### src/design/utf8_stream_validator_unit_assert.svh
// Assertion macros for the UTF-8 stream validator, included by its top level.
`ifndef UTF8_STREAM_VALIDATOR_UNIT_ASSERT_SVH
`define UTF8_STREAM_VALIDATOR_UNIT_ASSERT_SVH

`ifndef ASSERT_OFF

// Check that cons holds in the cycle where ante holds.
`define UTF8V_ASSERT_NOW(label, clk, rst, ante, cons) \
  label: assert property (@(posedge clk) disable iff (rst) (ante) |-> (cons)) \
    else $error("utf8v assertion failed");

// Check that cons holds in the cycle after ante holds.
`define UTF8V_ASSERT_NEXT(label, clk, rst, ante, cons) \
  label: assert property (@(posedge clk) disable iff (rst) (ante) |=> (cons)) \
    else $error("utf8v assertion failed");

`else

`define UTF8V_ASSERT_NOW(label, clk, rst, ante, cons)
`define UTF8V_ASSERT_NEXT(label, clk, rst, ante, cons)

`endif

`endif

### src/design/utf8v_pkg.sv
// Types and constants shared by the UTF-8 stream validator modules.
package utf8v_pkg;

  localparam int QUEUE_DEPTH = 4;

  localparam logic [7:0] LEAD_MIN   = 8'hC2;
  localparam logic [7:0] LEAD_MAX   = 8'hF4;
  localparam logic [7:0] LEAD2_MAX  = 8'hDF;
  localparam logic [7:0] LEAD3_MAX  = 8'hEF;
  localparam logic [7:0] LEAD_E0    = 8'hE0;
  localparam logic [7:0] LEAD_ED    = 8'hED;
  localparam logic [7:0] LEAD_F0    = 8'hF0;
  localparam logic [7:0] LEAD_F4    = 8'hF4;
  localparam logic [7:0] TRAIL_MIN  = 8'h80;
  localparam logic [7:0] TRAIL_MAX  = 8'hBF;
  localparam logic [7:0] TRAIL_A0   = 8'hA0;
  localparam logic [7:0] TRAIL_90   = 8'h90;
  localparam logic [7:0] TRAIL_9F   = 8'h9F;
  localparam logic [7:0] TRAIL_8F   = 8'h8F;

  // Range rule for the first trailer of a sequence.
  typedef enum logic [2:0] {
    RULE_ANY   = 3'd0,
    RULE_A0_BF = 3'd1,
    RULE_80_9F = 3'd2,
    RULE_90_BF = 3'd3,
    RULE_80_8F = 3'd4
  } rule_t;

  // Per-byte classification computed by the front end.
  typedef struct packed {
    logic       ascii;
    logic       lead_ok;
    logic [1:0] lead_len;
    rule_t      lead_rule;
    logic       trl_any;
    logic       trl_a0_bf;
    logic       trl_80_9f;
    logic       trl_90_bf;
    logic       trl_80_8f;
    logic       final_byte;
  } byte_class_t;

  // Back-end state exposed for checking.
  typedef struct packed {
    logic [1:0] trailers_left;
    logic       first_pending;
    logic       error_seen;
  } back_status_t;

endpackage

### src/design/utf8v_front.sv
// Front end: input handshake and per-byte classification.
module utf8v_front (
  input  logic                   in_valid,
  output logic                   in_stall,
  input  logic [7:0]             data_byte,
  input  logic                   final_byte,
  input  logic                   queue_full,
  output logic                   push,
  output utf8v_pkg::byte_class_t push_entry
);
  import utf8v_pkg::*;

  assign in_stall = queue_full;
  assign push     = in_valid && !queue_full;

  always_comb begin
    push_entry            = '0;
    push_entry.ascii      = !data_byte[7];
    push_entry.lead_ok    = (data_byte >= LEAD_MIN) && (data_byte <= LEAD_MAX);
    push_entry.final_byte = final_byte;

    if (data_byte <= LEAD2_MAX) begin
      push_entry.lead_len = 2'd1;
    end else if (data_byte <= LEAD3_MAX) begin
      push_entry.lead_len = 2'd2;
    end else begin
      push_entry.lead_len = 2'd3;
    end

    case (data_byte)
      LEAD_E0: push_entry.lead_rule = RULE_A0_BF;
      LEAD_ED: push_entry.lead_rule = RULE_80_9F;
      LEAD_F0: push_entry.lead_rule = RULE_90_BF;
      LEAD_F4: push_entry.lead_rule = RULE_80_8F;
      default: push_entry.lead_rule = RULE_ANY;
    endcase

    push_entry.trl_any   = data_byte inside {[TRAIL_MIN:TRAIL_MAX]};
    push_entry.trl_a0_bf = data_byte inside {[TRAIL_A0:TRAIL_MAX]};
    push_entry.trl_80_9f = data_byte inside {[TRAIL_MIN:TRAIL_9F]};
    push_entry.trl_90_bf = data_byte inside {[TRAIL_90:TRAIL_MAX]};
    push_entry.trl_80_8f = data_byte inside {[TRAIL_MIN:TRAIL_8F]};
  end

endmodule

### src/design/utf8v_queue.sv
// Short register queue between the front and back ends.
module utf8v_queue #(
  parameter int Depth = utf8v_pkg::QUEUE_DEPTH
) (
  input  logic                          clk,
  input  logic                          rst,
  input  logic                          push,
  input  utf8v_pkg::byte_class_t        push_entry,
  input  logic                          pop,
  output utf8v_pkg::byte_class_t        head,
  output logic                          empty,
  output logic                          full,
  output logic [$clog2(Depth+1)-1:0]    count
);
  import utf8v_pkg::*;

  localparam int PtrW = (Depth > 1) ? $clog2(Depth) : 1;
  localparam int CntW = $clog2(Depth + 1);

  byte_class_t         entries [Depth];
  logic [PtrW-1:0]     wr_ptr;
  logic [PtrW-1:0]     rd_ptr;
  logic [PtrW-1:0]     wr_ptr_next;
  logic [PtrW-1:0]     rd_ptr_next;
  logic [CntW-1:0]     count_next;

  assign empty = (count == '0);
  assign full  = (count == CntW'(Depth));
  assign head  = entries[rd_ptr];

  always_comb begin
    wr_ptr_next = (wr_ptr == PtrW'(Depth - 1)) ? '0 : wr_ptr + PtrW'(1);
    rd_ptr_next = (rd_ptr == PtrW'(Depth - 1)) ? '0 : rd_ptr + PtrW'(1);
    count_next  = count;
    if (push && !pop) begin
      count_next = count + CntW'(1);
    end else if (pop && !push) begin
      count_next = count - CntW'(1);
    end
  end

  always_ff @(posedge clk) begin
    if (push) begin
      entries[wr_ptr] <= push_entry;
    end
  end

  always_ff @(posedge clk) begin
    if (rst) begin
      wr_ptr <= '0;
      rd_ptr <= '0;
      count  <= '0;
    end else begin
      if (push) begin
        wr_ptr <= wr_ptr_next;
      end
      if (pop) begin
        rd_ptr <= rd_ptr_next;
      end
      count <= count_next;
    end
  end

endmodule

### src/design/utf8v_back.sv
// Back end: sequence state update, verdict and output register.
module utf8v_back (
  input  logic                    clk,
  input  logic                    rst,
  input  utf8v_pkg::byte_class_t  head,
  input  logic                    queue_empty,
  output logic                    pop,
  output logic                    out_valid,
  input  logic                    out_stall,
  output logic                    is_valid,
  output utf8v_pkg::back_status_t status
);
  import utf8v_pkg::*;

  logic [1:0] trailers_left, trailers_left_next;
  rule_t      rule, rule_next;
  logic       first_pending, first_pending_next;
  logic       error_seen, error_seen_next;
  logic       out_free;
  logic       trl_ok;
  logic       verdict;

  assign out_free = !out_valid || !out_stall;
  // Hold a final byte in the queue until the output slot can take its verdict.
  assign pop      = !queue_empty && (!head.final_byte || out_free);

  always_comb begin
    if (first_pending) begin
      case (rule)
        RULE_A0_BF: trl_ok = head.trl_a0_bf;
        RULE_80_9F: trl_ok = head.trl_80_9f;
        RULE_90_BF: trl_ok = head.trl_90_bf;
        RULE_80_8F: trl_ok = head.trl_80_8f;
        default:    trl_ok = head.trl_any;
      endcase
    end else begin
      trl_ok = head.trl_any;
    end
  end

  always_comb begin
    trailers_left_next = trailers_left;
    rule_next          = rule;
    first_pending_next = first_pending;
    error_seen_next    = error_seen;

    if (trailers_left != 2'd0) begin
      if (trl_ok) begin
        trailers_left_next = trailers_left - 2'd1;
        first_pending_next = 1'b0;
        if (trailers_left == 2'd1) begin
          rule_next = RULE_ANY;
        end
      end else begin
        // Drop the open sequence; the bad byte is not reparsed as a lead.
        error_seen_next    = 1'b1;
        trailers_left_next = 2'd0;
        first_pending_next = 1'b0;
        rule_next          = RULE_ANY;
      end
    end else if (!head.ascii) begin
      if (!head.lead_ok) begin
        error_seen_next = 1'b1;
      end else begin
        trailers_left_next = head.lead_len;
        rule_next          = head.lead_rule;
        first_pending_next = 1'b1;
      end
    end

    verdict = !error_seen_next && (trailers_left_next == 2'd0);

    if (head.final_byte) begin
      trailers_left_next = 2'd0;
      rule_next          = RULE_ANY;
      first_pending_next = 1'b0;
      error_seen_next    = 1'b0;
    end
  end

  always_ff @(posedge clk) begin
    if (rst) begin
      trailers_left <= 2'd0;
      rule          <= RULE_ANY;
      first_pending <= 1'b0;
      error_seen    <= 1'b0;
      out_valid     <= 1'b0;
    end else begin
      if (pop) begin
        trailers_left <= trailers_left_next;
        rule          <= rule_next;
        first_pending <= first_pending_next;
        error_seen    <= error_seen_next;
      end
      if (pop && head.final_byte) begin
        out_valid <= 1'b1;
      end else if (!out_stall) begin
        out_valid <= 1'b0;
      end
    end
  end

  always_ff @(posedge clk) begin
    if (pop && head.final_byte) begin
      is_valid <= verdict;
    end
  end

  assign status.trailers_left = trailers_left;
  assign status.first_pending = first_pending;
  assign status.error_seen    = error_seen;

endmodule

### src/design/utf8_stream_validator_unit.sv
// Top level of the strict UTF-8 stream validator.
//
// Input channel (in_valid / in_stall): one buffer byte per transaction in
// data_byte, with final_byte set on the last byte of the buffer. An empty
// buffer sends no transaction and gets no verdict.
// Output channel (out_valid / out_stall): one transaction per buffer, sent
// for its final byte; is_valid is 1 when the whole buffer is well-formed.
// Throughput: one byte per cycle, sustained while the queue is not full and no
// final byte waits on a stalled output slot. A final byte is first registered
// in the queue, then popped by the back end, which registers the verdict at
// the output.
// While the receiver stalls, the verdict holds; the back end keeps consuming
// non-final bytes and holds the next final byte in the queue, and in_stall
// rises only once the queue (QueueDepth entries) fills.
// Reset (rst, synchronous) empties the queue, drops any pending verdict and
// clears the sequence state; bytes are taken in the first cycle after it.
module utf8_stream_validator_unit #(
  parameter int QueueDepth = utf8v_pkg::QUEUE_DEPTH
) (
  input  logic       clk,
  input  logic       rst,
  input  logic       in_valid,
  output logic       in_stall,
  input  logic [7:0] data_byte,
  input  logic       final_byte,
  output logic       out_valid,
  input  logic       out_stall,
  output logic       is_valid
);
  import utf8v_pkg::*;

  `include "utf8_stream_validator_unit_assert.svh"

  localparam int CntW = $clog2(QueueDepth + 1);

  logic                push;
  byte_class_t         push_entry;
  logic                pop;
  byte_class_t         head;
  logic                queue_empty;
  logic                queue_full;
  logic [CntW-1:0]     queue_count;
  back_status_t        status;

  // Classify each byte as it arrives; stall only when the queue is full.
  utf8v_front u_front (
    .in_valid   (in_valid),
    .in_stall   (in_stall),
    .data_byte  (data_byte),
    .final_byte (final_byte),
    .queue_full (queue_full),
    .push       (push),
    .push_entry (push_entry)
  );

  // Decouple intake from the state update so either side can stall alone.
  utf8v_queue #(
    .Depth (QueueDepth)
  ) u_queue (
    .clk        (clk),
    .rst        (rst),
    .push       (push),
    .push_entry (push_entry),
    .pop        (pop),
    .head       (head),
    .empty      (queue_empty),
    .full       (queue_full),
    .count      (queue_count)
  );

  // Advance the sequence state and register the verdict per buffer.
  utf8v_back u_back (
    .clk         (clk),
    .rst         (rst),
    .head        (head),
    .queue_empty (queue_empty),
    .pop         (pop),
    .out_valid   (out_valid),
    .out_stall   (out_stall),
    .is_valid    (is_valid),
    .status      (status)
  );

  // Queue occupancy never exceeds its depth.
  `UTF8V_ASSERT_NOW(a_queue_bound, clk, rst, 1'b1, queue_count <= CntW'(QueueDepth))
  // A final byte leaves the queue only when the output slot is free.
  `UTF8V_ASSERT_NOW(a_final_slot, clk, rst, pop && head.final_byte,
    !out_valid || !out_stall)
  // After a verdict the sequence state is clear for the next buffer.
  `UTF8V_ASSERT_NEXT(a_clear_after_final, clk, rst, pop && head.final_byte,
    status.trailers_left == 2'd0 && !status.error_seen && !status.first_pending)
  // A first trailer can be pending only inside an open sequence.
  `UTF8V_ASSERT_NOW(a_pending_open, clk, rst, status.first_pending,
    status.trailers_left != 2'd0)

endmodule

### config.mk
export PLATFORM = sky130hd
export DESIGN_NAME = utf8_stream_validator_unit
export DESIGN_NICKNAME = d
export VERILOG_FILES = /design/src/design/utf8v_pkg.sv /design/src/design/utf8v_front.sv /design/src/design/utf8v_queue.sv /design/src/design/utf8v_back.sv /design/src/design/utf8_stream_validator_unit.sv
export VERILOG_INCLUDE_DIRS = /design/src /design/src/design
export SDC_FILE = /design/constraint.sdc
export NUM_CORES = 1
export LEC_CHECK = 0
export BUFFER_PORTS_ARGS = -buffer_cell sky130_fd_sc_hd__buf_4
export CORE_UTILIZATION = 35
export CTS_CLUSTER_DIAMETER = 60
export CTS_CLUSTER_SIZE = 24
export DETAILED_ROUTE_END_ITERATION = 6
export PLACE_DENSITY = 0.49
export RECOVER_POWER = 100
export SYNTH_ARGS = -nofsm -noshare
export SYNTH_HDL_FRONTEND = slang
export SYNTH_SLANG_ARGS = --single-unit
### constraint.sdc
create_clock -name clk -period 6.3 [get_ports clk]
set_input_delay 1.26 -clock clk [delete_from_list [all_inputs] [get_ports clk]]
set_output_delay 1.26 -clock clk [all_outputs]
set_load 0.02 [all_outputs]
[Word-level counts from Yosys, hierarchy flattened]
Memories as Yosys holds them, arrays and structs flattened. A register that Yosys moved wholly into a read port is not among the register bits.
Cells that the tools add are included.
Storage, ports and cells
  flip-flop bits (word level): 16
  RAM bits: 52
  input bits: 13
  output and inout bits: 3
  word-level logic and storage cells: 105
  memories: 1
Memory list
  u_queue.entries: words 4, bits a word 13, read ports 1, clocked after memory_dff 1, write ports 1, line utf8v_queue.sv:20  | byte_class_t entries [Depth];
Cells by class
  $add $sub $neg: 5
  $lt $le $gt $ge: 10
  equality and inequality tests: 15
  mux-type cells: 35
  reduce and logical (&&, ||, !) cells: 30
Operators by type and width (count)
  less-or-equal comparator 8 bit (second input constant): 6
  equality test 8 bit (second input constant): 4
  >= comparator 8 bit (second input constant): 4
  2-to-1 mux 3 bit: 8
  2-to-1 mux 2 bit: 10
  2-to-1 mux 1 bit: 15
  logical AND 1 bit: 12
  case mux 3 bit (4 select lines): 1
  logical NOT 1 bit: 9
  equality test 3 x 2 -> 1 bit (second input constant): 2
  equality test 3 bit (second input constant): 2
  adder 2 x 1 -> 2 bit (second input constant): 2
  equality test 2 bit (second input constant): 2
  != test 4 x 3 -> 1 bit (second input constant): 1
  case mux 1 bit (4 select lines): 1
  AND reduction 4 bit: 1
  nonzero test 2 bit: 2
  adder 3 x 1 -> 3 bit (second input constant): 1
  equality test 3 x 1 -> 1 bit (second input constant): 1
  logical NOT 3 bit: 1
  != test 3 bit (second input constant): 1
  AND reduction 3 bit: 1
  nonzero test 3 bit: 1
  subtractor 3 x 1 -> 3 bit (second input constant): 1
  5 further kinds: 6

[Longest topological paths before layout]
Gate-level depths: netlist of the first run.
  depth in word-level cells: 7
  depth in mapped cells: 10
  gate-level depth less buffers: 9

[Modules after synthesis]
Synthesis of the first run repeated with hierarchy kept, for this count alone.
Second synthesis, totals
  cell total of the unflattened synthesis: 212
  area total of the unflattened synthesis: 3111.7 um^2
Modules (own cells, without submodules)
  utf8v_queue: instances 1, cells each 112, area each 2324.7 um^2, sequential area each 1741.7 um^2
  utf8v_back: instances 1, cells each 74, area each 626.9 um^2, sequential area each 190.2 um^2
  utf8v_front: instances 1, cells each 26, area each 160.2 um^2, sequential area each 0.0 um^2

[Least setup slack after synthesis of the first run]
Ideal clock, no wire load.
  path kind: input-to-reg
  start point: in in_valid
  end point: reg u_queue.count[2]
  library setup time: 0.071 ns
  arrival time: 2.772 ns
  required time: 6.229 ns
  setup slack: 3.458 ns
  stages: 8
  buffers on the path: 1
  cells stage by stage: nor2b_1 clkbuf_1 ha_1 inv_1 fa_1 xor2_1 or3_1 a21oi_1
Between the ends
  longest elaborated chain between the ends: 4
  elaborated cells between the ends (all ways): 6
  those cells by class: mux: 1; reduce/logical: 5
Ends and longest elaborated chain
  from (decl): line utf8_stream_validator_unit.sv:22  | input logic in_valid,
  logical AND 1 bit (*): line utf8v_front.sv:14  | assign push = in_valid && !queue_full;
  via push: line utf8_stream_validator_unit.sv:36  | logic push;
  logical NOT 1 bit: line utf8v_queue.sv:37  | end else if (pop && !push) begin
  logical AND 1 bit: line utf8v_queue.sv:37
  nonzero test 2 bit (no line)
  to (signal assigned): line utf8v_queue.sv:60  | count <= count_next;
  to (decl): line utf8v_queue.sv:13  | output logic [$clog2(Depth+1)-1:0] count
The timed path passes the listed nets; every way through them passes the cells marked *.
A chain may end at the register's enable or synchronous reset.

==> results of run 1 <==
==> path summary, 6_finish.rpt <==
kind,start,to
max,flip-flop,u_queue.count[2]$_SDFFE_PP0P_
min,u_back.out_valid$_SDFFE_PP0P_,u_back.out_valid$_SDFFE_PP0P_
max reg2reg,flip-flop,u_queue.count[2]$_SDFFE_PP0P_
min reg2reg,u_back.out_valid$_SDFFE_PP0P_,u_back.out_valid$_SDFFE_PP0P_
==> logic make-up after synthesis <==
family | count (synthesis) | share of synthesized area
flops | 70 | 0.615
simple gates | 63 | 0.112
compound gates | 28 | 0.0721
buf+inv | 23 | 0.0354
mux | 20 | 0.122
fa+ha+maj | 9 | 0.0382
xor+xnor | 2 | 0.00557
==> state kept, by name, summed over array words and instances, names as in the netlist, named ones only <==
name                  count
u_back.error_seen         1
u_back.first_pending      1
u_back.is_valid           1
u_back.out_valid          1
u_back.rule               3
u_back.trailers_left      2
u_queue.count             3
u_queue.entries          52
u_queue.rd_ptr            2
u_queue.wr_ptr            2
==> layout make-up <==
type                            instances  area (sq um)  area share
Clock buffer                            9           124      0.0351
Clock inverter                          7           113      0.0319
Inverter                               16          60.1      0.0170
Multi-Input combinational cell        122          1070       0.304
Sequential cell                        70          1930       0.548
Tap cell                              108           135      0.0383
Timing Repair Buffer                   15          90.1      0.0256
==> power breakdown <==
group / total [uW] / internal [uW] / switching (uW) / leakage, uW
Clock: 427 / 261 / 166 / 0.000119
Sequential: 641 / 569 / 72.0 / 0.000624
Combinational: 399 / 189 / 209 / 0.000483
Total: 1470 / 1020 / 448 / 0.00123
==> worst max-delay path: stages (launching register included) <==
cell and delay, ps:
dfxtp_1 840, mux4_2 670, a31oi_1 510, inv_1 180, ha_1 240, inv_1 70
fa_1 170, xor2_1 70, or3_1 300, a21oi_1 140
==> metal layers <==
metal	part of all wire	track usage	wire (um)
met5	0	0	0
met3	0.031	0.0368	172
met2	0.49	0.204	2730
met4	0.012	0.0608	66
met1	0.47	0.161	2590
==> cell usage in the layout, fill, tap and decap left out, types with 3 or more instances in the layout <==
cell type  count
edfxtp_1      53
dfxtp_1       17
inv_1         16
nor2_1        15
nand2_1       10
clkbuf_8       9
a21oi_1        8
mux4_1         8
ha_1           8
buf_4          8
mux2i_1        6
clkbuf_1       6
nor3_1         5
and2_0         5
mux4_2         4
nor3b_1        4
or3_1          4
nor4_1         3
o21ai_0        3
o22ai_1        3
clkinv_2       3
bufinv_16      3
==> metrics by stage <==
stage	setup slack [ps]	power, uW	instance area (sq um)	utilization	hold WS, ps
4_1_cts	3270	1510	3580	0.410	528
3_3_place_gp	3180	1080	3340	0.383	508
3_5_place_dp	3170	1080	3340	0.383	514
2_1_floorplan	3460	990	3140	-	475
5_1_grt	2720	1550	3520	0.404	537
6_report	3050	1470	3520	0.404	502
==> metrics.txt, run 1 <==
Die H 96.8 um; initial antenna violation count 0; placed cell count between 300 and 400; DRT antenna net count 0; Max-cap violations 0; Synthesis Warnings 0; Row Count 34; Yosys cell types 50; critical path required time 6580 ps; Yosys reg bits 70; Initial DRC Count 64; diode count 0; FILL cells 807; Cells after Synth approximately 220; Area contributors post-synth edfxtp_1, dfxtp_1, mux4_1; number of synthesized flops with an enable pin 53; hold buffers post-CTS 0; Post-Layout Cell Count 347; Post-Route Skew roughly 14 ps; Skew-Pair Late Insertion Delay approximately 340 ps; area delta synth->final 12.1%; TritonCTS Buffers 9; Max FO, Critical Path 14; I/O Pins 16; FFs w/ async S/R, synth 0; Resize count post-CTS 0; commonest cells in the synthesized netlist edfxtp_1, dfxtp_1, inv_1; Final Slew Violations 0; worst reg-to-reg path cell count 9; Pwr Density approximately 420 mW/mm^2; CTS clk-pin slew, worst paths 80 ps; min cycle time layout ~3200 ps; Vias approximately 1700; GRT overflow 0; Die ar. 0.00936 sq mm; Die Span X slightly below 100 um; WL per Instance 16.0 um; Worst Max-Slew Pin Slew ~1100 ps; Clock Sink Count 70; Crit. End Element flip-flop; CTS Root Cell clkbuf_8; status finished clean; nets roughly 260; Seq/Total Area, Yosys 0.615; share of cells above drive strength 1 0.167; port buffer count 15; DRT Wirelength 5.56 mm; H-tree depth 3; cell taking the most area after synthesis edfxtp_1; largest net degree at the start of global routing 18; Vias/cell 4.95; CTS tree done; vias in the first global route roughly 1800; Lkg Pwr between 0.001 and 0.0015 uW; # setup viols final 0; Synth Net Count between 200 and 250; setup tns final 0 ps; Mapped Avg Cell Area roughly 15 sq um; post-CTS setup buffer count 0; DRC violations left 0; register-to-register setup slack 3050 ps; highest ir drop seen on vdd 139 uV; first-pass GRT wire length ~9.0 mm; crit start category flip-flop; Tcrit/Tclk final 0.516; unrepaired setup endpoints after global routing false; aggregate global-route resource usage 0.128; Crit Path Class reg -> reg; Rel. slew slack 0.245; Final Hold Viols 0; Hold Crit Depth 2; Yosys top cell area share 0.506; Clock Tree Buf Depth 2; Post-Syn Area 0.00314 sq mm; worst hold path type reg -> reg; global placer's final weighted congestion 0.735; core box area 0.00872 sq mm; Max Fclk 0.308 GHz; Pre-antenna DRT Iters 4; most frequent cell after synthesis edfxtp_1; dpl hpwl 3.81 mm; ys flop type edfxtp_1; starting density of the core 0.360; WP data arrival around 3500 ps
Note: power is estimated with default switching activity, not from simulation.
==> inputs of run 2 (changes only) <==
Clock period 6.3 ns to 3.2 ns, I/O delays scaled along.
==> metrics.txt, run 2 (same netlist as run 1, synthesis figures left out) <==
status finished clean; port buffer count 15; highest ir drop seen on vdd around 220 uV; global placer's final weighted congestion 0.770; Max Fclk 0.383 GHz; vias in the first global route 1793; Die H 96.8 um; Vias/cell 5.15; starting density of the core 0.360; DRC violations left 0; Die Span X a little under 100 um; WP data arrival ~2800 ps; Worst Max-Slew Pin Slew 1060 ps; initial antenna violation count 0; aggregate global-route resource usage 0.133; Crit. End Element flip-flop; post-CTS setup buffer count 0; Row Count 34; worst hold path type reg -> reg; most common cell after layout, fill and taps aside edfxtp_1; nets ~260; unrepaired setup endpoints after global routing false; TritonCTS Buffers 9; Skew-Pair Late Insertion Delay ~340 ps; crit start category flip-flop; Final Slew Violations 0; Clock Sink Count 70; core box area 0.00872 sq mm; min cycle time layout 2610 ps; Die ar. between 0.009 and 0.01 sq mm; commonest non-fill, non-tap cells in the layout edfxtp_1, dfxtp_1, inv_1; dpl hpwl between 3 and 4 mm; CTS clk-pin slew, worst paths 70 ps; critical path required time between 3000 and 4000 ps; Final Hold Viols 0; total power 2720 uW; H-tree depth 3; Final Util 0.402; Rel. slew slack 0.290; Pwr Density 776 mW/mm^2; Max FO, Critical Path 13; Clock Tree Buf Depth 2; share of cells above drive strength 1 0.167; area delta synth->final 11.5%; # setup viols final 0; Pre-antenna DRT Iters 4; Lkg Pwr 0.00121 uW; Post-Route Skew 5.43 ps; I/O Pins 16; Max-cap violations 0; first-pass GRT wire length 9.42 mm; CTS tree done; Resize count post-CTS 0; GRT overflow 0; hold buffers post-CTS 0; largest net degree at the start of global routing 18; Crit Path Class reg -> reg; Initial DRC Count 62; largest registers u_queue.entries: 52 flops, u_back.rule: 3 flops, u_queue.count: 3 flops; CTS Root Cell clkbuf_8; DRT Wirelength between 5 and 6 mm; WL per Instance 16.3 um; Largest register FFs 52; diode count 0; setup tns final 0 ps; DRT antenna net count 0; Tcrit/Tclk final 0.816; Biggest register u_queue.entries; Vias between 1500 and 2000
[run 2: worst paths after layout]
| check | from | endpoint | slack (ps) | cells after the start |
|---|---|---|---|---|
| hold reg to reg | u_queue.count[2]$_SDFFE_PP0P_ | u_queue.count[2]$_SDFFE_PP0P_ | 520 | 2 |
| hold / removal | u_queue.count[2]$_SDFFE_PP0P_ | u_queue.count[2]$_SDFFE_PP0P_ | 520 | 2 |
| setup reg to reg | flip-flop | u_back.is_valid$_DFFE_PP_ | 590 | 6 |
| setup / recovery | flip-flop | u_back.is_valid$_DFFE_PP_ | 590 | 6 |
[run 2: stage by stage]
step	instance area, sq um	cells	hold slack (ps)	worst slack [ps]
6_report	3500	353	522	590
5_1_grt	3500	353	548	321
4_1_cts	3550	353	484	711
3_5_place_dp	3380	337	512	730
3_3_place_gp	3380	337	508	831
2_1_floorplan	3140	215	475	852
[run 2: worst max-delay path, cell delays in order (launching register included)]
cell,delay (ps)
dfxtp_1,360
buf_4,280
mux4_1,290
nor4_1,50
o311ai_0,800
nand4_1,200
a2111oi_2,420
[run 2: cell type report]
cell class | instances | area, sq um
clock buffer | 9 | 124
clock inverter | 7 | 40.0
fill | 810 | 5220
inverter | 16 | 60.1
multi-input combinational | 122 | 1090
sequential | 70 | 1930
tap | 108 | 135
timing repair buffer | 21 | 120
[run 2: layer usage]
layer | GRT usage | share of wire | vias up
met5 | 0 | 0 | -
met4 | 0.0654 | 0.013 | 0
met3 | 0.0318 | 0.045 | 7
met2 | 0.202 | 0.47 | 38
met1 | 0.179 | 0.47 | 901
li1 | - | - | 871
[run 2: where the power goes]
part	switching (uW)	internal, uW
Sequential	81.1	1120
Combinational	514	410
Clock	319	274
==> inputs of run 3 (changes only) <==
Settings changed: PLACE_DENSITY 0.49 to 0.51.
Clock period 3.2 ns to 2.4 ns, I/O delays scaled along.
==> metrics.txt, run 3 (same netlist as run 1, synthesis figures left out) <==
status finished clean; Crit. End Element flip-flop; worst hold path type in -> reg; critical path buffer and inverter count 1; highest ir drop seen on vdd roughly 400 uV; Comb pwr share 0.337; Pre-antenna DRT Iters 4; # setup viols final 0; Clock Tree Buf Depth 2; Die Span X 96.8 um; Post-Route Skew 7.61 ps; port buffer count 15; WP data arrival 2350 ps; Worst Hold Path EP u_queue.entries[2][0]$_DFFE_PP_; DRT Wirelength 5.67 mm; Die H roughly 97 um; I/O Pins 16; hold buffers post-CTS 0; DRT antenna net count 0; Die ar. 0.00936 sq mm; CTS Root Cell clkbuf_8; register-to-register setup slack 170 ps; core box area 0.00872 sq mm; dpl hpwl 3.84 mm; Crit Path Class reg -> reg; initial antenna violation count 0; min cycle time layout 2230 ps; Lkg Pwr 0.00122 uW; delay-heaviest family, CP multiplexers; share of cells above drive strength 1 0.176; vias in the first global route 1810; Final Util 0.404; DRC violations left 0; Biggest register u_queue.entries; Sw Share 0.332; critical path required time about 2500 ps; Final Hold Viols 0; Final Slew Violations 0; diode count 0; Vias/cell 4.99; starting density of the core 0.360; area delta synth->final 12.1%; clock share of power 0.222; Psw 1210 uW; Slowest-stage cell, CP mux4_2; r2r endpoint u_back.is_valid$_DFFE_PP_; setup tns final 0 ps; Max FO, Critical Path 10; Rel. slew slack 0.624; largest registers u_queue.entries: 52 flops, u_back.rule: 3 flops, u_queue.count: 3 flops; Initial DRC Count 58; aggregate global-route resource usage 0.129; Clock Sink Count 70; Largest register FFs 52; sequential group share of total power 0.441; Max Fclk 0.449 GHz; largest net degree at the start of global routing 18; critical path, cell by cell buf_4 -> mux4_2 -> nor2b_1 -> mux2i_1 -> a2111oi_1; H-tree depth 3; Hold Crit Depth 1; Skew-Pair Late Insertion Delay 340 ps; Vias 1787; Row Count 34; global placer's final weighted congestion 0.764; first-pass GRT wire length between 9 and 10 mm; GRT overflow 0; crit start category flip-flop; nets 267; Crit. path cell count 5; Pwr Density about 1000 mW/mm^2; WL per Instance 15.8 um; worst reg-to-reg path cell count 5; hold_sp final_byte; Max-cap violations 0; CTS clk-pin slew, worst paths 70 ps; most common cell after layout, fill and taps aside edfxtp_1; post-CTS setup buffer count 0; TritonCTS Buffers 9; total power between 3000 and 4000 uW; Worst Max-Slew Pin Slew 559 ps; Tcrit/Tclk final 0.927; P_int 2430 uW; CTS tree done; commonest non-fill, non-tap cells in the layout edfxtp_1, dfxtp_1, inv_1; Resize count post-CTS 0; unrepaired setup endpoints after global routing false; CP peak stage delay 570 ps
-- run 3: cell count changes in the layout (fill, tap and decap cells not counted), sizes merged --
cell / change
clkinv: -3
buf: +1
clkinvlp: +1
clkbuf: +6
-- run 3: area by class of cell --
cell class	count	area, sq um
clock inverter	5	36.3
tap	108	135
timing repair buffer	26	148
sequential	70	1930
multi-input combinational	122	1080
clock buffer	11	131
fill	845	5200
inverter	16	60.1
-- run 3: metrics by stage --
step           hold WS [ps]  worst slack, ps  cell area, sq um  instances
2_1_floorplan           475             52.0              3140        215
3_3_place_gp            513              240              3420        342
3_5_place_dp            515              164              3420        342
4_1_cts                 332              171              3590        358
5_1_grt                 408             15.3              3520        358
6_report                410              175              3520        358
-- run 3: worst max path at each step --
stage | slack [ps] | from | end
2_1_floorplan | 50 | flip-flop | u_queue.count[2]$_SDFFE_PP0P_
3_3_place_gp | 240 | flip-flop | u_queue.count[2]$_SDFFE_PP0P_
3_5_place_dp | 160 | flip-flop | u_queue.count[2]$_SDFFE_PP0P_
4_1_cts | 170 | flip-flop | u_queue.count[2]$_SDFFE_PP0P_
5_1_grt | 20 | flip-flop | u_queue.count[2]$_SDFFE_PP0P_
6_report | 170 | flip-flop | u_back.is_valid$_DFFE_PP_
-- run 3: power groups by stage --
stage	logic [uW]	clock network (uW)	registers, uW
global route	1340	896	1620
finish	1230	808	1600
global placement	1310	0	1630
detailed placement	1320	0	1630
floorplan	976	0	1620
CTS	1320	843	1600
-- run 3: per-layer routing --
layer / track usage / part of all wire / vias up
li1: - / - / 883
met1: 0.170 / 0.50 / 865
met2: 0.200 / 0.45 / 33
met3: 0.0419 / 0.041 / 6
met4: 0.0482 / 0.012 / 0
met5: 0 / 0 / -
-- run 3: worst register-to-register path, stage by stage, from the launching register on --
cell,delay [ps]
dfxtp_1,350
buf_4,230
mux4_2,570
nor2b_1,290
mux2i_1,170
a2111oi_1,400
